$ cat config.mk
export PLATFORM = sky130hd
export DESIGN_NAME = lbc_edge_setup
export DESIGN_NICKNAME = d
export VERILOG_FILES = /design/src/sv/liang_barsky_line_clipper_unit_assert.svh /design/src/sv/lbc_pkg.sv /design/src/sv/lbc_edge_setup.sv
export SDC_FILE = /design/constraint.sdc
export NUM_CORES = 1
export LEC_CHECK = 0
export BUFFER_PORTS_ARGS = -buffer_cell sky130_fd_sc_hd__buf_4
export CAP_MARGIN = 10
export CORE_ASPECT_RATIO = 1.4
export CORE_UTILIZATION = 33
export CTS_CLUSTER_DIAMETER = 80
export CTS_CLUSTER_SIZE = 28
export DETAILED_ROUTE_END_ITERATION = 16
export GPL_TIMING_DRIVEN = 0
export PLACE_DENSITY = 0.59
export SLEW_MARGIN = 20
export SYNTH_ARGS = -nofsm -noshare
export SYNTH_HDL_FRONTEND = slang
export SYNTH_SLANG_ARGS = --single-unit
$ cat constraint.sdc
create_clock -name clk -period 3.75 [get_ports clk]
set_clock_uncertainty 0.05 [all_clocks]
set_input_delay 0 -clock clk [delete_from_list [all_inputs] [get_ports clk]]
set_output_delay 0 -clock clk [all_outputs]
set_load 0.005 [all_outputs]
$ cat src/sv/liang_barsky_line_clipper_unit_assert.svh
`ifndef LIANG_BARSKY_LINE_CLIPPER_UNIT_ASSERT_SVH
`define LIANG_BARSKY_LINE_CLIPPER_UNIT_ASSERT_SVH

// Same-cycle implication, sampled on clk, off during reset.
`define LBC_ASSERT_IMP(lbl, ante, cons, msg) \
    lbl: assert property (@(posedge clk) disable iff (!rst_n) (ante) |-> (cons)) \
        else $error(msg);

// Implication after a fixed number of cycles.
`define LBC_ASSERT_LAT(lbl, ante, n, cons, msg) \
    lbl: assert property (@(posedge clk) disable iff (!rst_n) (ante) |-> ##n (cons)) \
        else $error(msg);

`endif

$ cat src/sv/lbc_pkg.sv
`timescale 1ns / 1ps
`default_nettype none

package lbc_pkg;

    localparam int COORD_W   = 24;
    localparam int WIN_W     = 16;
    localparam int CFG_IDX_W = 4;

    localparam int COORD_FRAC_BITS_DEF = 8;
    localparam int PARAM_FRAC_BITS_DEF = 16;

    localparam logic signed [WIN_W-1:0] WIN_LEFT_RST   = 16'sd0;
    localparam logic signed [WIN_W-1:0] WIN_BOTTOM_RST = 16'sd0;
    localparam logic signed [WIN_W-1:0] WIN_RIGHT_RST  = 16'sd255;
    localparam logic signed [WIN_W-1:0] WIN_TOP_RST    = 16'sd255;

    typedef enum logic [CFG_IDX_W-1:0] {
        REG_WIN_LEFT   = 4'd0,
        REG_WIN_BOTTOM = 4'd1,
        REG_WIN_RIGHT  = 4'd2,
        REG_WIN_TOP    = 4'd3
    } cfg_reg_t;

    typedef struct packed {
        logic signed [COORD_W-1:0] start_x;
        logic signed [COORD_W-1:0] start_y;
        logic signed [COORD_W-1:0] end_x;
        logic signed [COORD_W-1:0] end_y;
    } seg_in_t;

    typedef struct packed {
        logic                      visible;
        logic signed [COORD_W-1:0] clip_start_x;
        logic signed [COORD_W-1:0] clip_start_y;
        logic signed [COORD_W-1:0] clip_end_x;
        logic signed [COORD_W-1:0] clip_end_y;
    } seg_out_t;

    typedef struct packed {
        logic signed [COORD_W-1:0] sx;
        logic signed [COORD_W-1:0] sy;
        logic signed [COORD_W:0]   dx;
        logic signed [COORD_W:0]   dy;
    } seg_geom_t;

    typedef struct packed {
        logic parallel;
        logic q_neg;
        logic p_neg;
        logic r_neg;
    } edge_flag_t;

    function automatic int q_width(input int cfb);
        int sw;
        sw = (WIN_W + cfb > COORD_W) ? WIN_W + cfb : COORD_W;
        return sw + 1;
    endfunction

    function automatic int div_width(input int cfb);
        int qw;
        qw = q_width(cfb);
        return ((qw > COORD_W + 3) ? qw : COORD_W + 3) + 1;
    endfunction

endpackage

`default_nettype wire

$ cat src/sv/lbc_edge_setup.sv
`timescale 1ns / 1ps
`default_nettype none

module lbc_edge_setup #(
    parameter int COORD_FRAC_BITS = lbc_pkg::COORD_FRAC_BITS_DEF
) (
    input  logic                                          clk,
    input  logic                                          rst_n,
    input  logic                                          in_valid,
    input  lbc_pkg::seg_in_t                              segment,
    input  logic signed [lbc_pkg::WIN_W-1:0]              win_left,
    input  logic signed [lbc_pkg::WIN_W-1:0]              win_bottom,
    input  logic signed [lbc_pkg::WIN_W-1:0]              win_right,
    input  logic signed [lbc_pkg::WIN_W-1:0]              win_top,
    output logic                                          out_valid,
    output lbc_pkg::seg_geom_t                            geom,
    output logic [lbc_pkg::q_width(COORD_FRAC_BITS)-1:0]  aq [4],
    output logic [lbc_pkg::COORD_W:0]                     ap [4],
    output lbc_pkg::edge_flag_t                           flags [4]
);

    localparam int QW = lbc_pkg::q_width(COORD_FRAC_BITS);
    localparam int SW = QW - 1;
    localparam int DW = lbc_pkg::COORD_W + 1;

    logic signed [SW-1:0] wl_s, wb_s, wr_s, wt_s;

    lbc_pkg::seg_geom_t   geom_next;
    logic signed [QW-1:0] q_next [4];

    logic                 v1_reg;
    lbc_pkg::seg_geom_t   g1_reg;
    logic signed [QW-1:0] q_reg [4];

    logic                 v2_reg;
    lbc_pkg::seg_geom_t   g2_reg;
    logic [QW-1:0]        aq_next [4];
    logic [QW-1:0]        aq_reg [4];
    logic [DW-1:0]        ap_next [4];
    logic [DW-1:0]        ap_reg [4];
    lbc_pkg::edge_flag_t  flg_next [4];
    lbc_pkg::edge_flag_t  flg_reg [4];

    assign wl_s = SW'(win_left) <<< COORD_FRAC_BITS;
    assign wb_s = SW'(win_bottom) <<< COORD_FRAC_BITS;
    assign wr_s = SW'(win_right) <<< COORD_FRAC_BITS;
    assign wt_s = SW'(win_top) <<< COORD_FRAC_BITS;

    always_comb
    begin
        geom_next.sx = segment.start_x;
        geom_next.sy = segment.start_y;
        geom_next.dx = DW'(segment.end_x) - DW'(segment.start_x);
        geom_next.dy = DW'(segment.end_y) - DW'(segment.start_y);
        q_next[0]    = QW'(segment.start_x) - QW'(wl_s);
        q_next[1]    = QW'(wr_s) - QW'(segment.start_x);
        q_next[2]    = QW'(segment.start_y) - QW'(wb_s);
        q_next[3]    = QW'(wt_s) - QW'(segment.start_y);
    end

    always_comb
    begin
        logic signed [DW-1:0] pv [4];
        pv[0] = -g1_reg.dx;
        pv[1] = g1_reg.dx;
        pv[2] = -g1_reg.dy;
        pv[3] = g1_reg.dy;
        for (int i = 0; i < 4; i++)
        begin
            aq_next[i]           = q_reg[i][QW-1] ? QW'(-q_reg[i]) : QW'(q_reg[i]);
            ap_next[i]           = pv[i][DW-1] ? DW'(-pv[i]) : DW'(pv[i]);
            flg_next[i].parallel = (pv[i] == '0);
            flg_next[i].q_neg    = q_reg[i][QW-1];
            flg_next[i].p_neg    = pv[i][DW-1];
            flg_next[i].r_neg    = q_reg[i][QW-1] ^ pv[i][DW-1];
        end
    end

    always_ff @(posedge clk or negedge rst_n)
    begin
        if (!rst_n)
        begin
            v1_reg <= 1'b0;
            v2_reg <= 1'b0;
        end
        else
        begin
            v1_reg <= in_valid;
            v2_reg <= v1_reg;
        end
    end

    always_ff @(posedge clk)
    begin
        g1_reg  <= geom_next;
        q_reg   <= q_next;
        g2_reg  <= g1_reg;
        aq_reg  <= aq_next;
        ap_reg  <= ap_next;
        flg_reg <= flg_next;
    end

    assign out_valid = v2_reg;
    assign geom      = g2_reg;
    assign aq        = aq_reg;
    assign ap        = ap_reg;
    assign flags     = flg_reg;

endmodule

`default_nettype wire

* Word level (Yosys, flattened, before mapping) *
Cells that the tools add are included.

storage, ports and cells
  register bits = 514
  bits of input ports = 163
  word-level logic and storage cells = 76
  output and inout bits = 315

cells by class
  multiplexer cells = 8
  bitwise logic cells = 4
  reductions and logical operators = 4
  $add $sub $neg = 14

operators with widths
  cell              count
  $neg 25->25       8
  $mux 24           8
  $sub 24x24->25    6
  $logic_not 25->1  4
  $xor 1x1->1       4

* Longest topological paths before layout *
Gate-level depths: netlist of run 1.

  depth after elaboration = 3
  mapped depth = 13

* Worst setup path after synthesis of run 1 *
Ideal clock, no wire load.

  path type = flip-flop to flip-flop
  from = register g1_reg[0] (netlist name)
  to = register ap_reg, in the netlist ap[49]
  cell stages (with the launch flop) = 12
  slack = 0.509 ns
  arrival time = 3.126 ns
  data required time = 3.635 ns
  library setup time = 0.065 ns
  cell sequence = dfxtp_1 > inv_1 > ha_1 > or4b_4 > buf_6 > or4_4 > or3_4 > xnor2_4 > nand4_2 > nand3b_1 > or4b_1 > nor2_1

between the ends
  word-level cells in the longest chain between the ends = 2

RTL lines
  item                    RTL line              RTL
  start, declared         lbc_edge_setup.sv:32  lbc_pkg::seg_geom_t g1_reg;
  start signal, assigned  lbc_edge_setup.sv:95  g1_reg <= geom_next;
  $neg 25->25 (*)         lbc_edge_setup.sv:66  pv[2] = -g1_reg.dy;
  $neg 25->25             lbc_edge_setup.sv:71  ap_next[i] = pv[i][DW-1] ? DW'(-pv[i]) : DW'(pv[i]);
  end signal, assigned    lbc_edge_setup.sv:99  ap_reg <= ap_next;
  end, declared           lbc_edge_setup.sv:40  logic [DW-1:0] ap_reg [4];

Every way passes the cells marked *; elsewhere a longest branch is shown, timed or not.
A chain may end at the register's enable or synchronous reset.

==> results of run 1 <==
## timing repair
item / 4_1_cts / 5_1_grt
hold buffers: 216 / 0
setup endpoints to repair: 19 / 42
gates cloned: 0 / 0
endpoints found under the hold margin: 183 / 0
gates resized for setup: 4 / 11
buffers inserted: 0 / 4
pin swaps: 0 / 1
## final cells by class
cell class	instances	area (µm²)
repair buffers	697	5770
multi-input cells	1349	9610
well taps	810	1010
plain buffers	54	267
fillers	5722	32200
clock buffers	29	651
diodes	2	5.00
clock inverters	13	180
inverters	142	536
flip-flops and latches	486	9740
## power breakdown
part           switching (mW)  internal, mW
sequential              0.698          6.33
combinational            2.02          2.41
clock                    1.83          1.40
## metrics by stage
stage | TNS, ns | instances
4_1_cts | 0 | 3577
2_1_floorplan | 0 | 2032
6_report | 0 | 3582
3_3_place_gp | -1.36 | 3319
5_1_grt | -0.0218 | 3582
3_5_place_dp | -1.71 | 3319
## per-layer routing
metal	track usage, %	vias up	part of all wire (%)
met5	0	-	0
met4	6.73	0	3.4
met3	3.30	87	5.1
met2	37.5	454	52
met1	22.1	8023	39
li1	-	8413	-
## worst max-delay path, delay by kind of cell (launching register included)
kind,cells,cell delay (ns)
buffers and inverters,2,0.29
adders and majority gates,1,0.26
DFF,1,0.40
xor gates and xnor gates,2,0.34
AOI/OAI and AO/OA,1,0.33
and+or+nand+nor,5,1.92
## cells by family (layout without fill, tap and decap cells)
group	count (synthesis)	count (layout)	share of synthesized area, %
muxes	2	2	0.106
buffers and inverters	197	935	3.99
and+or+nand+nor	514	514	13.0
DFF	486	486	48.5
xor gates and xnor gates	319	319	14.1
other	0	2	0
adders and majority gates	124	124	7.87
AOI/OAI and AO/OA	390	390	12.4
## final timing paths
kind                             start    endpoint  slack [ns]  cells after the start
hold reg to reg             g1_reg[64]    geom[64]        0.28                      0
setup / recovery             g1_reg[1]      ap[48]         0.1                     11
hold / removal             segment[84]  g1_reg[86]        0.04                      2
max in group asynchronous        rst_n      v1_reg        3.32                      3
min in group asynchronous        rst_n   out_valid        0.21                      3
setup reg to reg             g1_reg[1]      ap[48]         0.1                     11
## placed cells by master, fill, tap and decap left out, types with 8 or more instances in the layout
cell and instances:
sky130_fd_sc_hd__a21o_1 25, sky130_fd_sc_hd__nand3_1 42, sky130_fd_sc_hd__or3_1 28, sky130_fd_sc_hd__dfxtp_1 483, sky130_fd_sc_hd__inv_1 141, sky130_fd_sc_hd__a211oi_1 9, sky130_fd_sc_hd__nor2b_1 15, sky130_fd_sc_hd__xor2_1 49
sky130_fd_sc_hd__nand2_1 126, sky130_fd_sc_hd__dlygate4sd3_1 216, sky130_fd_sc_hd__o21bai_1 11, sky130_fd_sc_hd__o21a_1 20, sky130_fd_sc_hd__or2_2 13, sky130_fd_sc_hd__clkbuf_1 36, sky130_fd_sc_hd__xnor2_1 267, sky130_fd_sc_hd__a31oi_1 12
sky130_fd_sc_hd__ha_1 118, sky130_fd_sc_hd__o41ai_1 19, sky130_fd_sc_hd__nor4_1 12, sky130_fd_sc_hd__nor2_1 122, sky130_fd_sc_hd__nand2b_1 22, sky130_fd_sc_hd__a21oi_1 92, sky130_fd_sc_hd__a2111oi_0 8, sky130_fd_sc_hd__o31ai_1 36
sky130_fd_sc_hd__nor3_1 49, sky130_fd_sc_hd__clkbuf_16 25, sky130_fd_sc_hd__o21ai_0 104, sky130_fd_sc_hd__buf_4 492, sky130_fd_sc_hd__and3_1 13, sky130_fd_sc_hd__or4_1 20, sky130_fd_sc_hd__nand4_1 12
==> insert_results.sql, run 1 <==
INSERT INTO impl_metrics (metric_group, metric, value, unit) VALUES
('outcome', 'run_status', 'complete, no violations', ''),
('clocking', 'numClockSinks', '486', ''),
('critical_path', 'worstPathArrival', '4.11', 'ns'),
('critical_path', 'timing_worst_setup_path_type', 'reg -> reg', ''),
('synthesis', 'synth_area_leader', 'sky130_fd_sc_hd__dfxtp_1', ''),
('synthesis', 'postSynth.asyncResetShare', '0.412', '%'),
('placement', 'place_congestion', '0.900', ''),
('grt', 'maximum_number_of_pins_on_one_net_before_global_route_repair', '30', ''),
('power_and_ir_drop', 'ir_worst_vdd', '379', 'µV'),
('grt', 'grt_first_pass_wirelength', '95400', 'µm'),
('layout', 'area_growth_syn_to_layout', '38.2', '%'),
('grt', 'globalRoute.totalOverflow', '0', ''),
('critical_path', 'cell_by_cell_listing_of_the_critical_path', 'inv_1 -> ha_2 -> or4b_4 -> buf_6 -> or4_4 -> or3_4 -> xnor2_4 -> and4_1 -> nand4b_1 -> o31ai_1 -> xnor2_1', ''),
('critical_path', 'timing.critical_path.slowest_cell_delay', '0.48', 'ns'),
('detailed_routing', 'detailedRoute.firstPassIterationCount', '7', ''),
('clocking', 'clkLatencyLatePin', '0.58', 'ns'),
('clocking', 'cts.htree.levels', '1', ''),
('placement', 'placedInstanceArea', '24700', 'µm²'),
('power_and_ir_drop', 'powerDensity', '529', 'nW/µm²'),
('synthesis', 'yosys_warnings', '0', ''),
('layout', 'postLayoutCoreUtil', '46.3', '%'),
('floorplanning', 'die_width', '211', 'µm'),
('timing', 'worst_slew_margin_rel', '43.9', '%'),
('synthesis', 'postSynthRegisterBits', '486', ''),
('floorplanning', 'initial_utilization', '33.5', '%'),
('synthesis', 'synth_largest_type_area_fraction', '48.2', '%'),
('critical_path', 'worstPathRequired', '4.21', 'ns'),
('clocking', 'cts_buffers', '25', ''),
('synthesis', 'most_numerous_cell_in_the_yosys_netlist', 'sky130_fd_sc_hd__dfxtp_1', ''),
('grt', 'antenna_found_initial', '2', ''),
('timing', 'grt_setup_unrepaired', 'true', ''),
('detailed_routing', 'remaining_drc_errors', '0', ''),
('layout', 'final_net_count', '3042', ''),
('timing', 'worst_pin_slew', '0.829', 'ns'),
('critical_path', 'timing.critical_path.fanout_max', '9', ''),
('clocking', 'clkSlewWorstSetupHoldPaths', '0.11', 'ns'),
('grt', 'track_usage', '19.8', '%'),
('placement', 'dp_hpwl', '50800', 'µm'),
('run', 'max-cap-violations', '0', ''),
('detailed_routing', 'route.detailed.vias_per_inst', '4.74', ''),
('timing', 'post-route-period-util', '97.4', '%'),
('detailed_routing', 'final_antenna_net_count', '0', ''),
('timing', 'report.final.setup_viol', '0', ''),
('timing', 'max_freq', '0.274', 'GHz'),
('floorplanning', 'die_area', '61900', 'µm²'),
('placement', 'preCtsSetupSlack', '-0.251', 'ns'),
('critical_path', 'start_kind', 'register', ''),
('power_and_ir_drop', 'power.total', '14.7', 'mW'),
('synthesis', 'synth.cells.most_frequent', 'sky130_fd_sc_hd__dfxtp_1, sky130_fd_sc_hd__xnor2_1, sky130_fd_sc_hd__inv_1, sky130_fd_sc_hd__nand2_1, sky130_fd_sc_hd__nor2_1', ''),
('timing', 'final_max_slew_viol_count', '0', ''),
('grt', 'first_global_vias', '17100', ''),
('synthesis', 'syn_nets', '2319', ''),
('detailed_routing', 'num_vias', '17000', ''),
('placement', 'port-buffer-count', '477', ''),
('clocking', 'clk_tree_root_cell', 'sky130_fd_sc_hd__clkbuf_16', ''),
('floorplanning', 'fp.coreArea', '59900', 'µm²'),
('power_and_ir_drop', 'total_leakage_power', '12.1', 'nW'),
('timing', 'final_critical_path_setup_slack', '0.0985', 'ns'),
('floorplanning', 'die_height', '294', 'µm'),
('timing', 'finalHoldViolCount', '0', ''),
('clocking', 'cts_buffer_depth', '3', ''),
('synthesis', 'synth_top_cells_by_area', 'sky130_fd_sc_hd__dfxtp_1, sky130_fd_sc_hd__xnor2_1, sky130_fd_sc_hd__ha_1', ''),
('synthesis', 'edff_count_synth', '0', ''),
('synthesis', 'unique_masters_post_synth', '73', ''),
('detailed_routing', 'detail_routed_net_length_per_standard_cell', '17.7', 'µm'),
('critical_path', 'end_kind', 'register', ''),
('synthesis', 'synth_ff_type', 'sky130_fd_sc_hd__dfxtp_1', ''),
('detailed_routing', 'drtIter0Drc', '818', ''),
('critical_path', 'timing.critical_path.slowest_stage_cell', 'sky130_fd_sc_hd__or4b_4', ''),
('clocking', 'cts_tree', 'yes', ''),
('hold_path', 'worstHoldPathType', 'in -> reg', '');
Power figures use the tool's default switching activity.
==> run 2: changes to the inputs <==
PLACE_DENSITY = 0.6   (was 0.59)
clock period = 3.1 ns   (was 3.75 ns; I/O delays follow)
==> insert_results.sql, run 2 (synthesis gave the netlist of run 1 again) <==
INSERT INTO impl_metrics (metric_group, metric, value, unit) VALUES
('timing', 'final_critical_path_setup_slack', '-0.0415', 'ns'),
('outcome', 'run_status', 'finished with violations', ''),
('grt', 'first_global_vias', '17600', ''),
('detailed_routing', 'final_antenna_net_count', '0', ''),
('power_and_ir_drop', 'total_leakage_power', '12.3', 'nW'),
('timing', 'setup_total_neg_slack', '-0.128', 'ns'),
('placement', 'dp_hpwl', '50800', 'µm'),
('power_and_ir_drop', 'seqPwrFrac', '46.9', '%'),
('power_and_ir_drop', 'ir_worst_vdd', '608', 'µV'),
('critical_path', 'timing.critical_path.slowest_stage_cell', 'sky130_fd_sc_hd__or4b_4', ''),
('power_and_ir_drop', 'power.clock.fraction', '23.2', '%'),
('layout', 'finish.cell_count_without_fillers', '3601', ''),
('grt', 'grt_first_pass_wirelength', '96700', 'µm'),
('floorplanning', 'io_pins', '478', ''),
('timing', 'report.final.setup_viol', '4', ''),
('clocking', 'numClockSinks', '486', ''),
('placement', 'port-buffer-count', '477', ''),
('timing', 'final_max_slew_viol_count', '0', ''),
('run', 'max-cap-violations', '0', ''),
('critical_path', 'worstPathArrival', '3.62', 'ns'),
('detailed_routing', 'remaining_drc_errors', '0', ''),
('detailed_routing', 'detailedRoute.firstPassIterationCount', '5', ''),
('grt', 'globalRoute.totalOverflow', '0', ''),
('clocking', 'cts.htree.levels', '1', ''),
('hold_path', 'worstHoldPathType', 'in -> reg', ''),
('layout', 'area_growth_syn_to_layout', '41.5', '%'),
('critical_path', 'timing.critical_path.fanout_max', '4', ''),
('timing', 'grt_setup_unrepaired', 'true', ''),
('timing', 'worst_slew_margin_rel', '45.1', '%'),
('critical_path', 'regToRegEndpoint', 'ap[49]', ''),
('detailed_routing', 'drtIter0Drc', '860', ''),
('critical_path', 'rr_startpoint', 'g1_reg[0]', ''),
('critical_path', 'worstPathRequired', '3.58', 'ns'),
('critical_path', 'timing_worst_setup_path_type', 'reg -> reg', ''),
('critical_path', 'r2r_cells', '10', ''),
('floorplanning', 'die_area', '61900', 'µm²'),
('critical_path', 'critical-path-top-cell-by-count', 'sky130_fd_sc_hd__or4b_4', ''),
('timing', 'worst_pin_slew', '0.823', 'ns'),
('timing', 'finalHoldViolCount', '0', ''),
('detailed_routing', 'num_vias', '17200', ''),
('critical_path', 'start_kind', 'register', ''),
('layout', 'final_layout_size_suffix_gt1_share', '24.2', '%'),
('floorplanning', 'floorplan.rows', '106', ''),
('power_and_ir_drop', 'power_switching_share', '31.0', '%'),
('critical_path', 'critPathCapture', 'ap[49]', ''),
('power_and_ir_drop', 'comb_power_share', '29.9', '%'),
('clocking', 'clk_tree_root_cell', 'sky130_fd_sc_hd__clkbuf_16', ''),
('clocking', 'cts_tree', 'yes', ''),
('floorplanning', 'fp.coreArea', '59900', 'µm²'),
('floorplanning', 'die_height', '294', 'µm'),
('floorplanning', 'initial_utilization', '33.5', '%'),
('clocking', 'cts_buffers', '26', ''),
('clocking', 'cts_buffer_depth', '3', ''),
('timing', 'timing.final.crit_period', '3.14', 'ns'),
('power_and_ir_drop', 'cell_internal_pwr', '12.6', 'mW'),
('grt', 'maximum_number_of_pins_on_one_net_before_global_route_repair', '29', ''),
('grt', 'antenna_found_initial', '4', ''),
('critical_path', 'regToRegSetupSlack', '-0.04', 'ns'),
('grt', 'track_usage', '20.1', '%'),
('critical_path', 'timing.critical_path.slowest_cell_delay', '0.51', 'ns'),
('critical_path', 'cell_by_cell_listing_of_the_critical_path', 'inv_4 -> ha_4 -> or4b_4 -> or4_4 -> or3_4 -> xnor2_4 -> nand4_4 -> nand3b_1 -> or4b_4 -> nor2_1', ''),
('timing', 'max_freq', '0.318', 'GHz'),
('detailed_routing', 'detail_routed_net_length_per_standard_cell', '17.9', 'µm'),
('clocking', 'clkSlewWorstSetupHoldPaths', '0.10', 'ns'),
('detailed_routing', 'route.detailed.vias_per_inst', '4.78', ''),
('layout', 'postLayoutCoreUtil', '47.4', '%'),
('critical_path', 'end_kind', 'register', ''),
('layout', 'layout_commonest_cell', 'sky130_fd_sc_hd__buf_4', ''),
('placement', 'place_congestion', '0.899', ''),
('critical_path', 'timing.critical_path.from', 'g1_reg[0]', ''),
('power_and_ir_drop', 'power.total', '18.2', 'mW'),
('outcome', 'failed_checks', 'negative setup slack', ''),
('power_and_ir_drop', 'powerDensity', '641', 'nW/µm²'),
('timing', 'post-route-period-util', '101', '%'),
('placement', 'placedCellCount', '3319', ''),
('floorplanning', 'die_width', '211', 'µm'),
('power_and_ir_drop', 'power_switching', '5.64', 'mW'),
('layout', 'final_net_count', '3057', ''),
('detailed_routing', 'detail_route.wirelength', '64400', 'µm'),
('layout', 'mostFrequentLayoutCells', 'sky130_fd_sc_hd__buf_4, sky130_fd_sc_hd__dfxtp_1, sky130_fd_sc_hd__xnor2_1', ''),
('clocking', 'clkLatencyLatePin', '0.59', 'ns');
[run 2: cell types whose count changed in the layout (fill, tap and decap cells not counted), sizes merged]
cell         before  now
clkbuf           62   56
bufinv            1    3
dlygate4sd3     216  212
diode             2    3
inv             149  146
clkinv            4    8
clkinvlp          1    2
buf             502  526
[run 2: what timing repair did]
item                                    CTS  global route
buffers inserted                         21            11
endpoints found under the setup margin   52            55
hold buffers                            212             0
endpoints found under the hold margin   183             0
pin swaps                                14            18
resized for setup                        50            58
[run 2: through the flow]
stage / hold WS (ns) / cell area (µm²) / worst slack, ns
finish: 0.0379 / 28400 / -0.0415
global route: 0.00894 / 28400 / -0.161
CTS: 0.000302 / 28100 / -0.147
detailed placement: -0.267 / 24700 / -0.690
global placement: -0.268 / 24700 / -0.698
floorplan: -0.346 / 20100 / -0.0277
[run 2: area by class of cell]
type | instances | area, µm²
Clock inverter | 17 | 272
Inverter | 142 | 543
Tap cell | 810 | 1010
Antenna cell | 3 | 7.51
Buffer | 44 | 226
Timing Repair Buffer | 721 | 5970
Fill cell | 5635 | 31500
Multi-Input combinational cell | 1349 | 9950
Clock buffer | 29 | 683
Sequential cell | 486 | 9760
[run 2: per-layer routing]
layer | GRT usage, % | routed length (µm) | up-vias
li1 | - | - | 8434
met2 | 37.3 | 33200 | 499
met1 | 22.0 | 24800 | 8137
met5 | 0 | 0 | -
met4 | 9.47 | 3140 | 0
met3 | 3.27 | 3340 | 129
[run 2: worst min-delay path by stage]
stage               cells past startpoint   startpoint          to
finish                                  2  segment[93]  g1_reg[95]
global route                            2  segment[93]  g1_reg[95]
CTS                                     2  segment[84]  g1_reg[86]
detailed placement                      1        rst_n   out_valid
global placement                        1        rst_n      v1_reg
floorplan                               0        rst_n   out_valid
[run 2: critical path: cells and delay by family, from the launching register on]
kind	cells	cell delay, ns
and+or+nand+nor	7	2.29
DFF	1	0.37
adders and majority gates	1	0.13
buffers and inverters	1	0.06
xor gates and xnor gates	1	0.20
[run 2: power by group through the flow]
stage	clock network (mW)	logic, mW	registers (mW)
5_1_grt	4.58	5.90	8.68
3_3_place_gp	0	4.95	8.62
4_1_cts	4.36	5.42	8.51
3_5_place_dp	0	5.00	8.63
6_report	4.23	5.44	8.55
2_1_floorplan	0	2.29	8.48
